--- src/rtl/core/fsp_pkg.sv ---
// ----------------------------------------------------------------------------
// fsp_pkg
// Shared types, constants and helpers of the format string number printer.
// ----------------------------------------------------------------------------
package fsp_pkg;

   // Value width; arguments wider than 32 bits are not carried.
   localparam int VALUE_BITS = 32;
   localparam int ARG_BITS   = (VALUE_BITS > 32) ? 32 : VALUE_BITS;
   localparam logic [31:0] ARG_MASK =
      (ARG_BITS >= 32) ? 32'hFFFF_FFFF : 32'((64'd1 << ARG_BITS) - 64'd1);

   // Most digits one value can print (octal of 32 bits)
   localparam int DIGIT_MAX = 11;
   localparam int CNT_W     = $clog2(DIGIT_MAX + 1);
   localparam int DIG_IDX_W = $clog2(DIGIT_MAX);

   // Command queue between front and back; depth must be a power of two
   localparam int QUEUE_DEPTH = 2;
   localparam int QPTR_W      = $clog2(QUEUE_DEPTH);
   localparam int QCNT_W      = $clog2(QUEUE_DEPTH + 1);

   // floor(v / 10) == (v * RECIP_DEC) >> 35 for every 32-bit v
   localparam logic [31:0] RECIP_DEC = 32'hCCCC_CCCD;
   localparam int          RECIP_SHIFT = 35;

   // ASCII codes
   localparam logic [7:0] CHAR_NUL     = 8'h00;
   localparam logic [7:0] CHAR_PERCENT = 8'h25;
   localparam logic [7:0] CHAR_MINUS   = 8'h2D;
   localparam logic [7:0] CHAR_ZERO    = 8'h30;
   localparam logic [7:0] CHAR_NINE    = 8'h39;
   localparam logic [7:0] CHAR_UP_A    = 8'h41;
   localparam logic [7:0] CHAR_UP_F    = 8'h46;
   localparam logic [7:0] CHAR_UP_X    = 8'h58;
   localparam logic [7:0] CHAR_LOW_C   = 8'h63;
   localparam logic [7:0] CHAR_LOW_D   = 8'h64;
   localparam logic [7:0] CHAR_LOW_H   = 8'h68;
   localparam logic [7:0] CHAR_LOW_I   = 8'h69;
   localparam logic [7:0] CHAR_LOW_L   = 8'h6C;
   localparam logic [7:0] CHAR_LOW_O   = 8'h6F;
   localparam logic [7:0] CHAR_LOW_P   = 8'h70;
   localparam logic [7:0] CHAR_LOW_U   = 8'h75;
   localparam logic [7:0] CHAR_LOW_X   = 8'h78;

   // Command kinds
   localparam logic CMD_CHAR = 1'b0;
   localparam logic CMD_NUM  = 1'b1;

   // Radix codes
   localparam logic [1:0] RADIX_DEC = 2'd0;
   localparam logic [1:0] RADIX_HEX = 2'd1;
   localparam logic [1:0] RADIX_OCT = 2'd2;

   typedef struct packed {
      logic        kind;
      logic [7:0]  ch;
      logic [31:0] mag;
      logic [1:0]  radix;
      logic        neg;
   } cmd_type;

   // Digit value to its character in 0-9, A-F
   function automatic logic [7:0] digit_char(input logic [3:0] d);
      logic [7:0] d8;
      d8 = {4'b0, d};
      if (d < 4'd10) begin
         digit_char = CHAR_ZERO + d8;
      end else begin
         digit_char = CHAR_UP_A + d8 - 8'd10;
      end
   endfunction

endpackage

--- src/rtl/core/fsp_queue.sv ---
// ----------------------------------------------------------------------------
// fsp_queue
// Short command FIFO between the parser and the printer.
// ----------------------------------------------------------------------------
module fsp_queue (
   input  logic               clock,
   input  logic               reset,
   input  logic               push,
   input  fsp_pkg::cmd_type   push_cmd,
   output logic               full,
   input  logic               pop,
   output logic               head_valid,
   output fsp_pkg::cmd_type   head_cmd
);

   fsp_pkg::cmd_type entry_ff [fsp_pkg::QUEUE_DEPTH];
   logic [fsp_pkg::QPTR_W-1:0] wr_ptr_ff, wr_ptr_in;
   logic [fsp_pkg::QPTR_W-1:0] rd_ptr_ff, rd_ptr_in;
   logic [fsp_pkg::QCNT_W-1:0] count_ff, count_in;
   logic do_push, do_pop;

   assign full       = (count_ff == fsp_pkg::QCNT_W'(fsp_pkg::QUEUE_DEPTH));
   assign head_valid = (count_ff != '0);
   assign head_cmd   = entry_ff[rd_ptr_ff];
   assign do_push    = push && !full;
   assign do_pop     = pop && head_valid;

   always_comb begin
      wr_ptr_in = wr_ptr_ff;
      rd_ptr_in = rd_ptr_ff;
      count_in  = count_ff;
      if (do_push) begin
         wr_ptr_in = wr_ptr_ff + fsp_pkg::QPTR_W'(1);
      end
      if (do_pop) begin
         rd_ptr_in = rd_ptr_ff + fsp_pkg::QPTR_W'(1);
      end
      if (do_push && !do_pop) begin
         count_in = count_ff + fsp_pkg::QCNT_W'(1);
      end else if (do_pop && !do_push) begin
         count_in = count_ff - fsp_pkg::QCNT_W'(1);
      end
   end

   always_ff @(posedge clock) begin
      if (reset) begin
         wr_ptr_ff <= '0;
         rd_ptr_ff <= '0;
         count_ff  <= '0;
      end else begin
         wr_ptr_ff <= wr_ptr_in;
         rd_ptr_ff <= rd_ptr_in;
         count_ff  <= count_in;
      end
   end

   always_ff @(posedge clock) begin
      if (do_push) begin
         entry_ff[wr_ptr_ff] <= push_cmd;
      end
   end

endmodule

--- config.mk ---
export PLATFORM = sky130hd
export DESIGN_NAME = fsp_queue
export DESIGN_NICKNAME = d
export VERILOG_FILES = /design/src/rtl/core/fsp_pkg.sv /design/src/rtl/core/fsp_queue.sv
export SDC_FILE = /design/constraint.sdc
export NUM_CORES = 1
export LEC_CHECK = 0
export BUFFER_PORTS_ARGS = -buffer_cell sky130_fd_sc_hd__buf_2
export CORE_UTILIZATION = 55
export DETAILED_ROUTE_END_ITERATION = 8
export PLACE_DENSITY = 0.85
export SYNTH_ARGS = -nofsm -noshare
export SYNTH_HDL_FRONTEND = slang
export SYNTH_SLANG_ARGS = --single-unit
--- constraint.sdc ---
create_clock -name clock -period 3.6 [get_ports clock]
set_input_delay 0.36 -clock clock [delete_from_list [all_inputs] [get_ports clock]]
set_output_delay 0.36 -clock clock [all_outputs]
set_load 0.1 [all_outputs]
# Word level (Yosys, flattened, before mapping)
# Memory sizes are Yosys's and may differ from the RTL's. A register that Yosys moved wholly into a read port is not among the register bits.
# Index checks and enable logic that the tools add are counted.
[totals]
ram_bits = 88
wordCells = 24
ff_bits = 4
mem_count = 1
out_inout_bits = 46
[mem_list]
columns = ["name", "depth", "width", "read_ports", "rd_clocked_by_memory_dff", "wr", "line_no", "source"]
rows = [
  ["entry_ff", 2, 44, 1, 1, 1, "fsp_queue.sv:16", "fsp_pkg::cmd_type entry_ff [fsp_pkg::QUEUE_DEPTH];"],
]
[op_classes]
n_reduce_logical = 9
add_sub_neg = 4
n_eq_ne = 1
n_mux = 6
[ops]
columns = ["op", "n"]
rows = [
  ["$logic_and 1x1->1", 4],
  ["$mux 1", 4],
  ["$mux 2", 2],
  ["$reduce_bool 2->1", 2],
  ["$logic_not 1->1", 3],
  ["$add 1x1->1 const B", 2],
  ["$add 2x1->2 const B", 1],
  ["$eq 2x2->1 const B", 1],
  ["$sub 2x1->2 const B", 1],
]

# Logic depth before layout (Yosys ltp)
[logic_depth]
word_depth = 7
mapped_depth = 6
mapped_depth_nobuf = 6

# Worst setup path before layout
# OpenSTA, ideal clock, no wires.
[synth_timing]
kind = "reg2reg"
from = "reg count_ff[1] (netlist bit)"
to = "mem entry_ff[1][0] (netlist bit), enable pin"
path_stages_with_launch = 4
slack_ns = 1.140
required_ns = 3.141
n_path_buf = 0
t_arrival_ns = 2.002
cell_sequence = "dfxtp_1 -> nor2b_2 -> nor2_1 -> and2_1"
[synth_between]
elab_chain_len = 5
[synth_lines]
columns = ["item", "line_no", "source"]
rows = [
  ["start: declaration", "fsp_queue.sv:19", "logic [fsp_pkg::QCNT_W-1:0] count_ff, count_in;"],
  ["start signal: assignment", "fsp_queue.sv:53", "count_ff <= count_in;"],
  ["$eq 2x2->1", "fsp_queue.sv:22", "assign full = (count_ff == fsp_pkg::QCNT_W'(fsp_pkg::QUEUE_DEPTH));"],
  ["via full", "fsp_queue.sv:10", "output logic full,"],
  ["$logic_not 1->1", "fsp_queue.sv:25", "assign do_push = push && !full;"],
  ["$logic_and 1x1->1", "fsp_queue.sv:25", ""],
  ["via do_push", "fsp_queue.sv:20", "logic do_push, do_pop;"],
  ["$mux 1", "fsp_queue.sv:58", "if (do_push) begin"],
  ["$mux 1 (implied by the code)", "fsp_queue.sv:59", "entry_ff[wr_ptr_ff] <= push_cmd;"],
  ["end: declaration", "fsp_queue.sv:16", ""],
]
# The timed path passes the listed nets, and every way through them passes these cells.

==> run summary <==
Post-DP HPWL - 3510 um
Mean post-synth cell area - 20.9 um2
DR WL/cell - 16.1 um
Initial antenna violation count - 0
Row count - 28
Fin. Hold Viols - 0
Clock skew - 10.5 ps
Die area - 6480 um2
Port Buf Inserts - 93
Largest net degree at the start of global routing - 45
Post-synthesis sequential area ratio - 80.9%
TritonCTS clock tree - yes
Post-DRT Antenna Nets - 0
Worst-path clk slew - 90 ps
Vias in the first global route - 1713
Setup Viol. Count Final - 0
GPL Wtd Cong - 0.731
Critical Path AT - 2120 ps
Clock Latency Late Sink - 350 ps
Worst Path Required - 3240 ps
Setup Buffers After CTS - 0
Drt drc - 0
Setup TNS - 0 ps
CTS buffer count - 9
Cts hold-fix bufs - 0
Bufs on Longest Clock Path - 2
Placed standard-cell area - 3920 um2
Crit path kind - register to output port
Post-Syn Nets - 211
Filler Cell Count - 427
Max Cap Viol - 0
Post-route cell area - 4090 um2
Min cycle time layout - 2480 ps
Fin cells - 341
Global-route wire length before repair - 7820 um
Max Fclk - 0.403 GHz
Relative slew slack - 29.2%
Detailed Routing Iterations Pass 1 - 4
Sink Count - 93
# H-tree levels - 3
First-iteration detailed-routing DRC count - 73
Nets - 310
CTS resizes - 0
CORE AREA - 5920 um2
Layout cells sized above 1 - 58.6%
CTS Root Cell - clkbuf_8
Crit-path max FO - 44
Syn Inst Count - 162
RSZ-0062 raised after global routing - false
Fin crit share - 68.9%
FF+latch count, synth - 93
Ports - 94
GRT Total Usage - 17.1%
Drt total wl - 5500 um
Diodes inserted - 0
Avg Vias per Cell - 5.18
Max Slew Vio Count - 0
P&R area growth vs syn - 20.6%
Overflow after GRT - 0
Die X - 80.5 um
Initial Utilization - 57.3%
Startpoint type of the worst setup path - register
DR vias - 1767
Slew of the pin with the lowest slew margin - 1060 ps
Post-Syn Area - 3390 um2
Tightest Hold Check Type - input port to register
Height of the die - 80.5 um
CP Capture Type - output port
Cells after DPL - 325
Status - finished, final reports clean
Synthesis Warnings - 0
Cell variety after synth - 15
-- sequential cells by signal (all words and copies together), names as in the netlist, named ones only --
signal,flops
count_ff,2
wr_ptr_ff,1
entry_ff,88
rd_ptr_ff,1
-- synthesized netlist by cell type --
cell / count / area, um2
and2_1: 1 / 6.26
edfxtp_1: 88 / 2640
or2_2: 1 / 6.26
a21oi_1: 2 / 10.0
inv_1: 2 / 7.51
ha_1: 1 / 12.5
buf_2: 2 / 10.0
dfxtp_1: 5 / 100
nor2b_2: 1 / 8.76
or3_1: 2 / 12.5
mux2_2: 44 / 495
xor2_1: 3 / 26.3
o21ai_0: 3 / 15.0
nor2_1: 4 / 15.0
buf_4: 3 / 22.5
-- cells in the final DEF, fill, tap and decap left out --
cell type and instances:
mux2_2 44, clkbuf_8 9, nor2_1 4, clkinv_1 1
clkinv_4 1, buf_2 93, inv_1 1, a21oi_1 2
xor2_1 3, or3_1 2, ha_1 1, edfxtp_1 88
inv_2 1, o21ai_0 3, dfxtp_1 4, clkinv_2 1
and2_2 1, or2_2 1, clkbuf_1 1, nor2b_2 1
clkinvlp_4 3, dfxtp_2 1
-- worst max-delay path, stage by stage, from the launching register on --
cell and delay, ps:
dfxtp_2 1010, mux2_2 330, buf_2 430
-- final cells by class --
cell class / instances / area (um2) / share of cell area (%)
Sequential cell: 93 / 2740 / 67.1
Multi-Input combinational cell: 62 / 609 / 14.9
Timing Repair Buffer: 93 / 465 / 11.4
Clock buffer: 10 / 128 / 3.12
Tap cell: 75 / 93.8 / 2.30
Clock inverter: 6 / 40.0 / 0.979
Inverter: 2 / 7.51 / 0.184
-- metrics by stage --
stage               utilization [%]  hold WS [ps]  setup slack [ps]
floorplan                         -           429              1140
global placement               66.2           465              1420
detailed placement             66.2           487              1460
CTS                            69.0           181              1070
global route                   69.0           176               986
finish                         69.0           193              1120
-- logic make-up (layout without fill, tap and decap cells) --
kind of cell	after synthesis	in the layout	share of synthesized area (%)
flip-flops	93	93	80.9
multiplexers	44	44	14.6
buffers and inverters	7	111	1.18
AO/OA/AOI/OAI	5	5	0.738
AND/OR/NAND/NOR	9	9	1.44
XOR/XNOR	3	3	0.775
adder cells (fa/ha/maj)	1	1	0.369
-- per-layer routing --
metal / global-route usage [%] / routed length [um] / vias up
li1: - / - / 828
met3: 6.14 / 299 / 6
met5: 0 / 0 / -
met4: 8.04 / 66 / 0
met1: 18.7 / 2120 / 876
met2: 29.6 / 3010 / 57
-- final timing paths --
check,from,to,depth (start not counted),slack [ps]
max,register,head_cmd[22],2,1120
min,push_cmd[4],entry_ff[0][4]$_DFFE_PP_,1,190
max reg2reg,count_ff[0]$_SDFFE_PP0P_,entry_ff[0][16]$_DFFE_PP_,3,1610
min reg2reg,rd_ptr_ff$_SDFFE_PP0P_,register,2,520
Power is not shown: default switching activity piles up to over one toggle a cycle in this logic, so the estimate is an artifact.
