===== config.mk =====
export PLATFORM = sky130hd
export DESIGN_NAME = fsp_front
export DESIGN_NICKNAME = d
export VERILOG_FILES = /design/src/rtl/core/fsp_pkg.sv /design/src/rtl/core/fsp_front.sv
export SDC_FILE = /design/constraint.sdc
export NUM_CORES = 1
export LEC_CHECK = 0
export BUFFER_PORTS_ARGS = -buffer_cell sky130_fd_sc_hd__buf_2
export CAP_MARGIN = 5
export CELL_PAD_IN_SITES_DETAIL_PLACEMENT = 0
export CELL_PAD_IN_SITES_GLOBAL_PLACEMENT = 2
export CORE_MARGIN = 5
export CORE_UTILIZATION = 21
export DETAILED_ROUTE_END_ITERATION = 6
export PLACE_DENSITY_LB_ADDON = 0.1
export SLEW_MARGIN = 20
export SYNTH_ARGS = -nofsm -noshare
export SYNTH_HDL_FRONTEND = slang
export SYNTH_SLANG_ARGS = --single-unit

===== constraint.sdc =====
create_clock -name clock -period 2.4 [get_ports clock]
set_clock_uncertainty 0.2 [all_clocks]
set_input_delay 0.12 -clock clock [delete_from_list [all_inputs] [get_ports clock]]
set_output_delay 0.12 -clock clock [all_outputs]
set_load 0.05 [all_outputs]

===== src/rtl/core/fsp_pkg.sv =====
// ----------------------------------------------------------------------------
// fsp_pkg
// Shared types, constants and helpers of the format string number printer.
// ----------------------------------------------------------------------------
package fsp_pkg;

   // Value width; arguments wider than 32 bits are not carried.
   localparam int VALUE_BITS = 32;
   localparam int ARG_BITS   = (VALUE_BITS > 32) ? 32 : VALUE_BITS;
   localparam logic [31:0] ARG_MASK =
      (ARG_BITS >= 32) ? 32'hFFFF_FFFF : 32'((64'd1 << ARG_BITS) - 64'd1);

   // Most digits one value can print (octal of 32 bits)
   localparam int DIGIT_MAX = 11;
   localparam int CNT_W     = $clog2(DIGIT_MAX + 1);
   localparam int DIG_IDX_W = $clog2(DIGIT_MAX);

   // Command queue between front and back; depth must be a power of two
   localparam int QUEUE_DEPTH = 2;
   localparam int QPTR_W      = $clog2(QUEUE_DEPTH);
   localparam int QCNT_W      = $clog2(QUEUE_DEPTH + 1);

   // floor(v / 10) == (v * RECIP_DEC) >> 35 for every 32-bit v
   localparam logic [31:0] RECIP_DEC = 32'hCCCC_CCCD;
   localparam int          RECIP_SHIFT = 35;

   // ASCII codes
   localparam logic [7:0] CHAR_NUL     = 8'h00;
   localparam logic [7:0] CHAR_PERCENT = 8'h25;
   localparam logic [7:0] CHAR_MINUS   = 8'h2D;
   localparam logic [7:0] CHAR_ZERO    = 8'h30;
   localparam logic [7:0] CHAR_NINE    = 8'h39;
   localparam logic [7:0] CHAR_UP_A    = 8'h41;
   localparam logic [7:0] CHAR_UP_F    = 8'h46;
   localparam logic [7:0] CHAR_UP_X    = 8'h58;
   localparam logic [7:0] CHAR_LOW_C   = 8'h63;
   localparam logic [7:0] CHAR_LOW_D   = 8'h64;
   localparam logic [7:0] CHAR_LOW_H   = 8'h68;
   localparam logic [7:0] CHAR_LOW_I   = 8'h69;
   localparam logic [7:0] CHAR_LOW_L   = 8'h6C;
   localparam logic [7:0] CHAR_LOW_O   = 8'h6F;
   localparam logic [7:0] CHAR_LOW_P   = 8'h70;
   localparam logic [7:0] CHAR_LOW_U   = 8'h75;
   localparam logic [7:0] CHAR_LOW_X   = 8'h78;

   // Command kinds
   localparam logic CMD_CHAR = 1'b0;
   localparam logic CMD_NUM  = 1'b1;

   // Radix codes
   localparam logic [1:0] RADIX_DEC = 2'd0;
   localparam logic [1:0] RADIX_HEX = 2'd1;
   localparam logic [1:0] RADIX_OCT = 2'd2;

   typedef struct packed {
      logic        kind;
      logic [7:0]  ch;
      logic [31:0] mag;
      logic [1:0]  radix;
      logic        neg;
   } cmd_type;

   // Digit value to its character in 0-9, A-F
   function automatic logic [7:0] digit_char(input logic [3:0] d);
      logic [7:0] d8;
      d8 = {4'b0, d};
      if (d < 4'd10) begin
         digit_char = CHAR_ZERO + d8;
      end else begin
         digit_char = CHAR_UP_A + d8 - 8'd10;
      end
   endfunction

endpackage


===== src/rtl/core/fsp_front.sv =====
// ----------------------------------------------------------------------------
// fsp_front
// Format parser: takes one format byte per beat and queues a command for
// every byte that prints something.
// ----------------------------------------------------------------------------
module fsp_front (
   input  logic               clock,
   input  logic               reset,
   input  logic               req_valid,
   output logic               req_ready,
   input  logic [7:0]         req_fmt_char,
   input  logic [31:0]        req_arg_value,
   input  logic               q_full,
   output logic               push,
   output fsp_pkg::cmd_type   push_cmd
);

   localparam logic [2:0] PH_NORMAL = 3'd0;
   localparam logic [2:0] PH_LENGTH = 3'd1;
   localparam logic [2:0] PH_SHORT  = 3'd2;
   localparam logic [2:0] PH_LONG   = 3'd3;
   localparam logic [2:0] PH_SPEC   = 3'd4;

   logic [2:0]  phase_ff, phase_in;
   logic        accept;
   logic        spec_emit;
   logic        is_spec;
   logic [31:0] val;
   logic [31:0] mag_signed;
   logic        sign;
   fsp_pkg::cmd_type spec_cmd;

   assign req_ready = !q_full;
   assign accept    = req_valid && req_ready;

   assign val        = req_arg_value & fsp_pkg::ARG_MASK;
   assign sign       = val[fsp_pkg::ARG_BITS-1];
   assign mag_signed = sign ? ((~val + 32'd1) & fsp_pkg::ARG_MASK) : val;

   // Conversion specifier decode
   always_comb begin
      spec_cmd       = '0;
      spec_cmd.kind  = fsp_pkg::CMD_NUM;
      spec_cmd.mag   = val;
      spec_cmd.radix = fsp_pkg::RADIX_DEC;
      spec_emit      = 1'b1;
      case (req_fmt_char) inside
         fsp_pkg::CHAR_LOW_C: begin
            spec_cmd.kind = fsp_pkg::CMD_CHAR;
            spec_cmd.ch   = req_arg_value[7:0];
         end
         fsp_pkg::CHAR_PERCENT: begin
            spec_cmd.kind = fsp_pkg::CMD_CHAR;
            spec_cmd.ch   = fsp_pkg::CHAR_PERCENT;
         end
         fsp_pkg::CHAR_LOW_D, fsp_pkg::CHAR_LOW_I: begin
            spec_cmd.mag = mag_signed;
            spec_cmd.neg = sign;
         end
         fsp_pkg::CHAR_LOW_U: begin
            spec_cmd.radix = fsp_pkg::RADIX_DEC;
         end
         fsp_pkg::CHAR_LOW_X, fsp_pkg::CHAR_UP_X, fsp_pkg::CHAR_LOW_P: begin
            spec_cmd.radix = fsp_pkg::RADIX_HEX;
         end
         fsp_pkg::CHAR_LOW_O: begin
            spec_cmd.radix = fsp_pkg::RADIX_OCT;
         end
         default: begin
            spec_emit = 1'b0;
         end
      endcase
   end

   always_comb begin
      phase_in = phase_ff;
      is_spec  = 1'b0;
      push     = 1'b0;
      push_cmd = spec_cmd;
      if (accept) begin
         if (req_fmt_char == fsp_pkg::CHAR_NUL) begin
            phase_in = PH_NORMAL;
         end else begin
            case (phase_ff)
               PH_NORMAL: begin
                  if (req_fmt_char == fsp_pkg::CHAR_PERCENT) begin
                     phase_in = PH_LENGTH;
                  end else begin
                     push          = 1'b1;
                     push_cmd      = '0;
                     push_cmd.kind = fsp_pkg::CMD_CHAR;
                     push_cmd.ch   = req_fmt_char;
                  end
               end
               PH_LENGTH: begin
                  if (req_fmt_char == fsp_pkg::CHAR_LOW_H) begin
                     phase_in = PH_SHORT;
                  end else if (req_fmt_char == fsp_pkg::CHAR_LOW_L) begin
                     phase_in = PH_LONG;
                  end else begin
                     is_spec = 1'b1;
                  end
               end
               PH_SHORT: begin
                  if (req_fmt_char == fsp_pkg::CHAR_LOW_H) begin
                     phase_in = PH_SPEC;
                  end else begin
                     is_spec = 1'b1;
                  end
               end
               PH_LONG: begin
                  if (req_fmt_char == fsp_pkg::CHAR_LOW_L) begin
                     phase_in = PH_SPEC;
                  end else begin
                     is_spec = 1'b1;
                  end
               end
               default: begin
                  is_spec = 1'b1;
               end
            endcase
            if (is_spec) begin
               phase_in = PH_NORMAL;
               push     = spec_emit;
            end
         end
      end
   end

   always_ff @(posedge clock) begin
      if (reset) begin
         phase_ff <= PH_NORMAL;
      end else begin
         phase_ff <= phase_in;
      end
   end

endmodule


[Word-level counts from Yosys, hierarchy flattened]
Cells that the tools add are included.
Word-level totals
  register bits: 3
  bits of input ports: 44
  output and inout bits: 46
Operators by class
  add/sub/neg operators: 1
  equal/unequal tests: 18
  mux-type cells: 44
  bitwise operators: 1
  reductions and logical operators: 8
Operators by type and width (count)
  $mux W44: 4
  $mux W32: 4
  $eq A8 B7 Y1 const B: 10
  $add A32 B1 Y32 const B: 1
  $not A32 Y32: 1
  $mux W3: 7
  $mux W1: 19
  $mux W9: 2
  $mux W2: 6
  $ne A4 B4 Y1 const B: 3
  $pmux W3 S4: 1
  $eq A8 B6 Y1 const B: 1
  $logic_not A8 Y1: 1
  $eq A3 B2 Y1 const B: 2
  $reduce_and A6 Y1: 1
  $reduce_bool A6 Y1: 1
  $ne A5 B5 Y1 const B: 1
  $pmux W1 S4: 1
  $eq A3 B1 Y1 const B: 1
  $logic_not A3 Y1: 1
  $reduce_or A3 Y1: 1
  $reduce_or A2 Y1: 1
  $logic_and A1 B1 Y1: 1
  $logic_not A1 Y1: 1

[Longest topological paths before layout]
Gate-level depths: netlist of the first run.
  word-level depth: 11
  mapped depth: 7

[Worst setup path before layout of the first run]
OpenSTA, ideal clock, no wires.
  path kind: input -> output
  start: input req_fmt_char[3]
  end: output push_cmd[2] in the netlist's numbering
  arrival time: 2.832 ns
  data required time: 2.080 ns
  slack: -0.752 ns
  stages on the path: 5
  buffers on the path: 0
  cells stage by stage: or4_4 > nor4_1 > nor2_1 > o22ai_1 > nor4b_1
RTL lines
  start, declared: line fsp_front.sv:11  | input logic [7:0] req_fmt_char,
  end, declared: line fsp_front.sv:15  | output fsp_pkg::cmd_type push_cmd

==> results.py, run 1 <==
metrics = {
    "cells_and_area": {
        "reg_top3": "phase_ff (3)",
        "regMostFlops": "phase_ff",
        "stdcell_area_um2": 2260,
        "syn2layout_area_growth_pct": 61.4,
        "fin_nets": 367,
        "layout-drive-gt1-share_pct": 42.4,
        "fill_cells": 730,
        "antenna_cells": 0,
        "fin_cells": 398,
        "largest_reg_flops": 3,
    },
    "routing": {
        "drtAntennaViolNets": 0,
        "vias_per_cell": 4.96,
        "drc_errors": 0,
        "num_vias": 1976,
        "wl_per_cell_um": 14.2,
        "drtIter0Drc": 50,
        "drt_wl_total_um": 5660,
        "first_pass_iters": 4,
    },
    "yosys": {
        "ys.warnings.count": 0,
        "synth_edf_count": 0,
        "syn_area_per_cell_um2": 6.54,
        "synth_top_area_cell": "xor2_1",
        "synth_ff_type": "dfxtp_1",
        "netlist_instances": 214,
        "ys_seq_elements": 3,
        "yosysTopAreaCellShare_pct": 18.2,
        "syn-num-nets": 259,
        "syn_area_um2": 1400,
        "ys_async_sr_fraction_pct": 0,
        "synth_cell_types": 49,
        "synth_area_leaders": "xor2_1, nor2_1, o31ai_1",
        "yosysSeqAreaShare_pct": 4.29,
    },
    "critical_path": {
        "regToRegStartpoint": "phase_ff[2]",
        "worstPathCellList": "buf_2 > or3b_1 > a2111oi_4 > buf_6 > o41ai_1 > xor2_1 > nor2_1 > clkbuf_4",
        "critPathLaunchType": "input port",
        "critPathMaxFanout": 14,
        "slowest_stage": "or3b_1",
        "end_kind": "primary output",
        "slowest_delay_ps": 460,
        "critPathArrivalTime_ps": 1990,
        "crit_required_ps": 2080,
        "r2r_setup_slack_ps": 530,
        "crit_type": "input port to primary output",
        "worstRegToRegCells": 6,
        "r2r_end": "phase_ff[0]",
    },
    "grt": {
        "grtUsageTotal_pct": 12.8,
        "antenna_found_initial": 0,
        "grt_pass1_wl_um": 9110,
        "grt_overflow": 0,
        "grt_start_max_net_pins": 21,
        "grt_pass1_vias": 1829,
    },
    "clock_network": {
        "cts_root_buffer": "clkbuf_8",
        "htreeDepth": 1,
        "ctsLongestPathBuffers": 2,
        "clk_pin_slew_ps": 30,
        "numClockSinks": 3,
        "cts_tree": "built",
        "cts_made_buffers": 3,
        "clock_latency_ps": 210,
    },
    "die": {
        "core_area_um2": 6420,
        "fp.dieW_um": 91.6,
        "top_level_ports": 90,
        "die_h_um": 91.6,
        "initial_core_util_pct": 21.8,
        "fp-row-count": 29,
        "die_area_um2": 8390,
    },
    "hold_path": {
        "hold_class": "input port to register",
        "hp-start": "req_valid",
        "whs_path_depth": 4,
        "min_to": "phase_ff[0]",
    },
    "placed_design": {
        "io_buffers": 89,
        "placed_cell_area_um2": 2090,
        "dpl.hpwl_um": 4710,
        "globalplace.congestion": 0.785,
        "dp.cells": 392,
    },
    "timing": {
        "finalMaxSlewViolations": 0,
        "min_period_over_period_pct": 96.1,
        "timing.hold.ws_ps": 157,
        "worstMarginPinSlew_ps": 469,
        "fmax_mhz": 434,
        "hold_viol_final": 0,
        "relSlewSlack_pct": 68.5,
        "period_needed_ps": 2310,
        "finalSetupViolCount": 0,
    },
    "pwr": {
        "ir_drop_mv": 0.221,
        "power.total_w": 0.000622,
        "powerDensity_nw_per_um2": 275,
        "p_leak_nw": 0.956,
    },
    "flow_run": {
        "maxCapViolCount": 0,
    },
    "outcome": {
        "outcome": "finished clean",
    },
}
-- metrics by stage --
step	setup slack, ps	TNS [ps]	util (%)
2_1_floorplan	-52.2	-163	-
3_3_place_gp	57.4	0	32.5
3_5_place_dp	59.4	0	32.5
4_1_cts	48.0	0	33.6
5_1_grt	-10.6	-15.5	35.1
6_report	94.4	0	35.1
-- worst max-delay path by stage --
stage	endpoint	cells past startpoint	startpoint	slack, ps
3_3_place_gp	push_cmd[22]	7	req_arg_value[3]	60
3_5_place_dp	push_cmd[22]	7	req_arg_value[3]	60
4_1_cts	push_cmd[29]	8	req_fmt_char[3]	50
6_report	push_cmd[33]	8	req_fmt_char[3]	90
5_1_grt	push_cmd[16]	8	req_fmt_char[3]	-10
2_1_floorplan	push_cmd[2]	5	req_fmt_char[3]	-50
-- repair_timing --
item,in CTS,in global routing
setup buffers,0,1
gates resized for setup,6,29
hold endpoints to repair,2,0
endpoints found under the setup margin,23,33
hold buffers,1,0
-- cells in the final DEF (no fill, tap or decap), types with 3 or more instances in the layout --
master and instances:
buf_2 72, nor2_1 43, xor2_1 29, buf_4 26
o31ai_1 13, nand2_1 12, clkbuf_4 11, or3_1 10
nor3_1 9, inv_1 6, a22o_1 5, o21ai_0 5
o41ai_1 5, o21ai_1 5, or4_1 4, nor4_1 4
buf_6 4, nand2b_1 3, a21oi_1 3, clkbuf_8 3
dfxtp_1 3
-- layer usage --
metal,vias up,track usage (%),part of all wire [%],routed length [um]
li1,1011,-,-,-
met1,904,16.3,43,2450
met2,56,23.0,51,2880
met3,5,1.88,5.1,290
met4,0,2.26,0.64,36
met5,-,0,0,0
-- power by group --
group | switching, W | internal [W] | total [W]
Clock | 0.0000323 | 0.000113 | 0.000145
Sequential | 0.0000000636 | 0.0000503 | 0.0000504
Combinational | 0.000296 | 0.000130 | 0.000426
-- cell families after synthesis --
logic type	after synthesis	synth area share, %
buffers and inverters	17	5.28
AOI/OAI and AO/OA	51	27.3
adders and majority gates	1	0.894
DFF	3	4.29
xor gates and xnor gates	30	18.8
and+or+nand+nor	112	43.5
-- layout make-up --
type / instances / area (um^2) / share of cell area (%)
timing repair buffer: 114 / 693 / 30.7
sequential: 3 / 60.1 / 2.66
tap: 77 / 96.3 / 4.27
inverter: 6 / 22.5 / 0.998
multi-input combinational: 194 / 1340 / 59.4
clock buffer: 4 / 45.0 / 2.00
-- Yosys cell counts, types with 3 or more instances --
| cell type | number |
|---|---|
| buf_2 | 8 |
| nor2_1 | 45 |
| o21ai_0 | 6 |
| o21ai_1 | 4 |
| a22o_1 | 5 |
| nor4_1 | 4 |
| or4_1 | 4 |
| or3_1 | 11 |
| nand2_1 | 12 |
| nand2b_1 | 3 |
| xor2_1 | 29 |
| inv_1 | 6 |
| clkbuf_1 | 3 |
| o41ai_1 | 7 |
| a21oi_1 | 3 |
| o31ai_1 | 13 |
| dfxtp_1 | 3 |
| nor3_1 | 9 |
-- critical path: cells and delay by family --
kind	cells	cell delay [ps]
XOR/XNOR	1	150
buffers and inverters	3	610
AO/OA/AOI/OAI	2	520
AND/OR/NAND/NOR	2	580
(Power assumes the default switching activity.)
==> inputs of run 2 (changes only) <==
- CORE_ASPECT_RATIO: default -> 0.9
- SETUP_SLACK_MARGIN: default -> 0.3
==> run 2 against run 1 <==
  * Sequential power about the same
  * Power up 28%
  * Via count up 7.4%
  * Worst setup slack better by 43 ps
  * Clock power about the same
  * Maximum frequency up 1.9%
  * Design area up 48%
  * Global-route usage up 3.3 points
  * Critical path depth down 1
  * Die area about the same
  * Utilization up 16 points
  * Non-clock buffer count up 20
==> results.py, run 2 (synthesis results as in run 1) <==
metrics = {
    "outcome": {
        "outcome": "finished clean",
    },
    "grt": {
        "grt_pass1_wl_um": 11000,
        "grt_overflow": 0,
        "grt_start_max_net_pins": 17,
        "grt_pass1_vias": 2156,
        "antenna_found_initial": 0,
        "grtUsageTotal_pct": 16.1,
    },
    "critical_path": {
        "regToRegStartpoint": "phase_ff[0]",
        "critPathLaunchType": "input port",
        "crit_top_cell": "or3_4",
        "slowest_delay_ps": 430,
        "crit_type": "input port to primary output",
        "end_kind": "primary output",
        "crit_family": "simple AND/OR/NAND/NOR gates",
        "slowest_stage": "or4_4",
        "critPathMaxFanout": 4,
        "r2r_end": "phase_ff[1]",
        "worstRegToRegCells": 8,
        "crit_required_ps": 2080,
        "critPathLaunch": "req_arg_value[25]",
        "cp.buffers_inverters": 2,
        "r2r_setup_slack_ps": 480,
        "critPathArrivalTime_ps": 1940,
        "worstPathCellList": "buf_2 > or3_4 > or3_4 > or4_4 > o21ai_2 > nor3b_4 > buf_6",
    },
    "placed_design": {
        "io_buffers": 89,
        "dpl.hpwl_um": 4970,
        "globalplace.congestion": 0.848,
        "dp.cells": 410,
    },
    "cells_and_area": {
        "reg_top3": "phase_ff (3)",
        "fin_cells": 432,
        "final_cell_mix": "buf_2, buf_6, buf_4",
        "antenna_cells": 0,
        "regMostFlops": "phase_ff",
        "largest_reg_flops": 3,
        "fin_nets": 388,
        "fill_cells": 657,
        "final_common_cell": "buf_2",
        "syn2layout_area_growth_pct": 138,
        "layout-drive-gt1-share_pct": 65.8,
    },
    "routing": {
        "drc_errors": 0,
        "drtIter0Drc": 43,
        "wl_per_cell_um": 16.0,
        "drt_wl_total_um": 6910,
        "vias_per_cell": 4.91,
        "drtAntennaViolNets": 0,
        "first_pass_iters": 4,
        "num_vias": 2123,
    },
    "timing": {
        "tns_ps": 0,
        "min_period_over_period_pct": 94.3,
        "finalMaxSlewViolations": 0,
        "hold_viol_final": 0,
        "relSlewSlack_pct": 68.6,
        "period_needed_ps": 2260,
        "rsz0062_at_grt": "yes",
        "fmax_mhz": 442,
        "finalSetupViolCount": 0,
        "worstMarginPinSlew_ps": 469,
        "timing.hold.ws_ps": 150,
    },
    "die": {
        "core_area_um2": 6520,
        "die_h_um": 87.4,
        "fp-row-count": 28,
        "top_level_ports": 90,
        "initial_core_util_pct": 21.5,
        "fp.dieW_um": 96.0,
        "die_area_um2": 8400,
    },
    "clock_network": {
        "cts_tree": "built",
        "clock_latency_ps": 210,
        "cts_made_buffers": 3,
        "numClockSinks": 3,
        "htreeDepth": 1,
        "ctsLongestPathBuffers": 2,
        "cts_root_buffer": "clkbuf_8",
        "clk_pin_slew_ps": 30,
    },
    "flow_run": {
        "maxCapViolCount": 0,
    },
    "pwr": {
        "ir_drop_mv": 0.333,
        "powerDensity_nw_per_um2": 239,
        "p_leak_nw": 1.26,
    },
    "hold_path": {
        "hp-start": "req_valid",
        "hold_class": "input port to register",
        "whs_path_depth": 4,
        "min_to": "phase_ff[0]",
    },
}
==> run 2: timing repair <==
| action | in CTS | in global routing |
|---|---|---|
| hold buffers | 1 | 0 |
| setup endpoints to repair | 44 | 45 |
| gates cloned | 2 | 1 |
| resized for setup | 128 | 28 |
| setup buffers | 13 | 1 |
| pin swaps | 13 | 8 |
| hold endpoints to repair | 2 | 0 |
==> run 2: final cells by class <==
cell class	count	area [um^2]	share of cell area, %
multi-input cells	195	1850	55.4
repair buffers	134	1240	37.3
flip-flops and latches	3	61.3	1.84
inverters	6	22.5	0.676
clock buffers	4	45.0	1.35
well taps	90	113	3.38
==> run 2: where the power goes <==
group / internal (W) / switching, W / total [W] / leakage (nW)
Sequential: 0.0000503 / 0.0000000473 / 0.0000504 / 0.0247
Clock: 0.000113 / 0.0000318 / 0.000145 / 0.0228
Combinational: 0.000236 / 0.000365 / 0.000601 / 1.21
==> run 2: worst min-delay path: cells and delay by family <==
family | cells | cell delay, ps
AOI/OAI and AO/OA | 1 | 50
buffers and inverters | 1 | 70
and+or+nand+nor | 2 | 270
==> run 2: layer usage <==
layer	vias to the layer above	track usage [%]	routed length, um
li1	1057	-	-
met1	995	23.1	3290
met2	71	26.1	3160
met3	0	2.94	460
met4	0	0.775	0
met5	-	0	0
==> run 2: per-stage QoR <==
stage / util [%] / setup WS, ps / power, W / cell area (um^2)
6_report: 51.1 / 137 / 0.000797 / 3330
5_1_grt: 51.1 / 69.5 / 0.000843 / 3330
4_1_cts: 48.7 / 119 / 0.000778 / 3170
3_5_place_dp: 37.7 / 48.4 / 0.000529 / 2460
3_3_place_gp: 37.7 / 54.7 / 0.000530 / 2460
2_1_floorplan: - / 179 / 0.000374 / 1710
==> run 2: how the worst max path moves through the flow <==
| stage | to | slack [ps] | cells past startpoint |
|---|---|---|---|
| final | push_cmd[34] | 140 | 7 |
| after global routing | push_cmd[31] | 70 | 7 |
| after CTS | push_cmd[34] | 120 | 7 |
| after detailed placement | push_cmd[34] | 50 | 7 |
| after global placement | push_cmd[30] | 50 | 7 |
| after floorplan | push_cmd[34] | 180 | 5 |
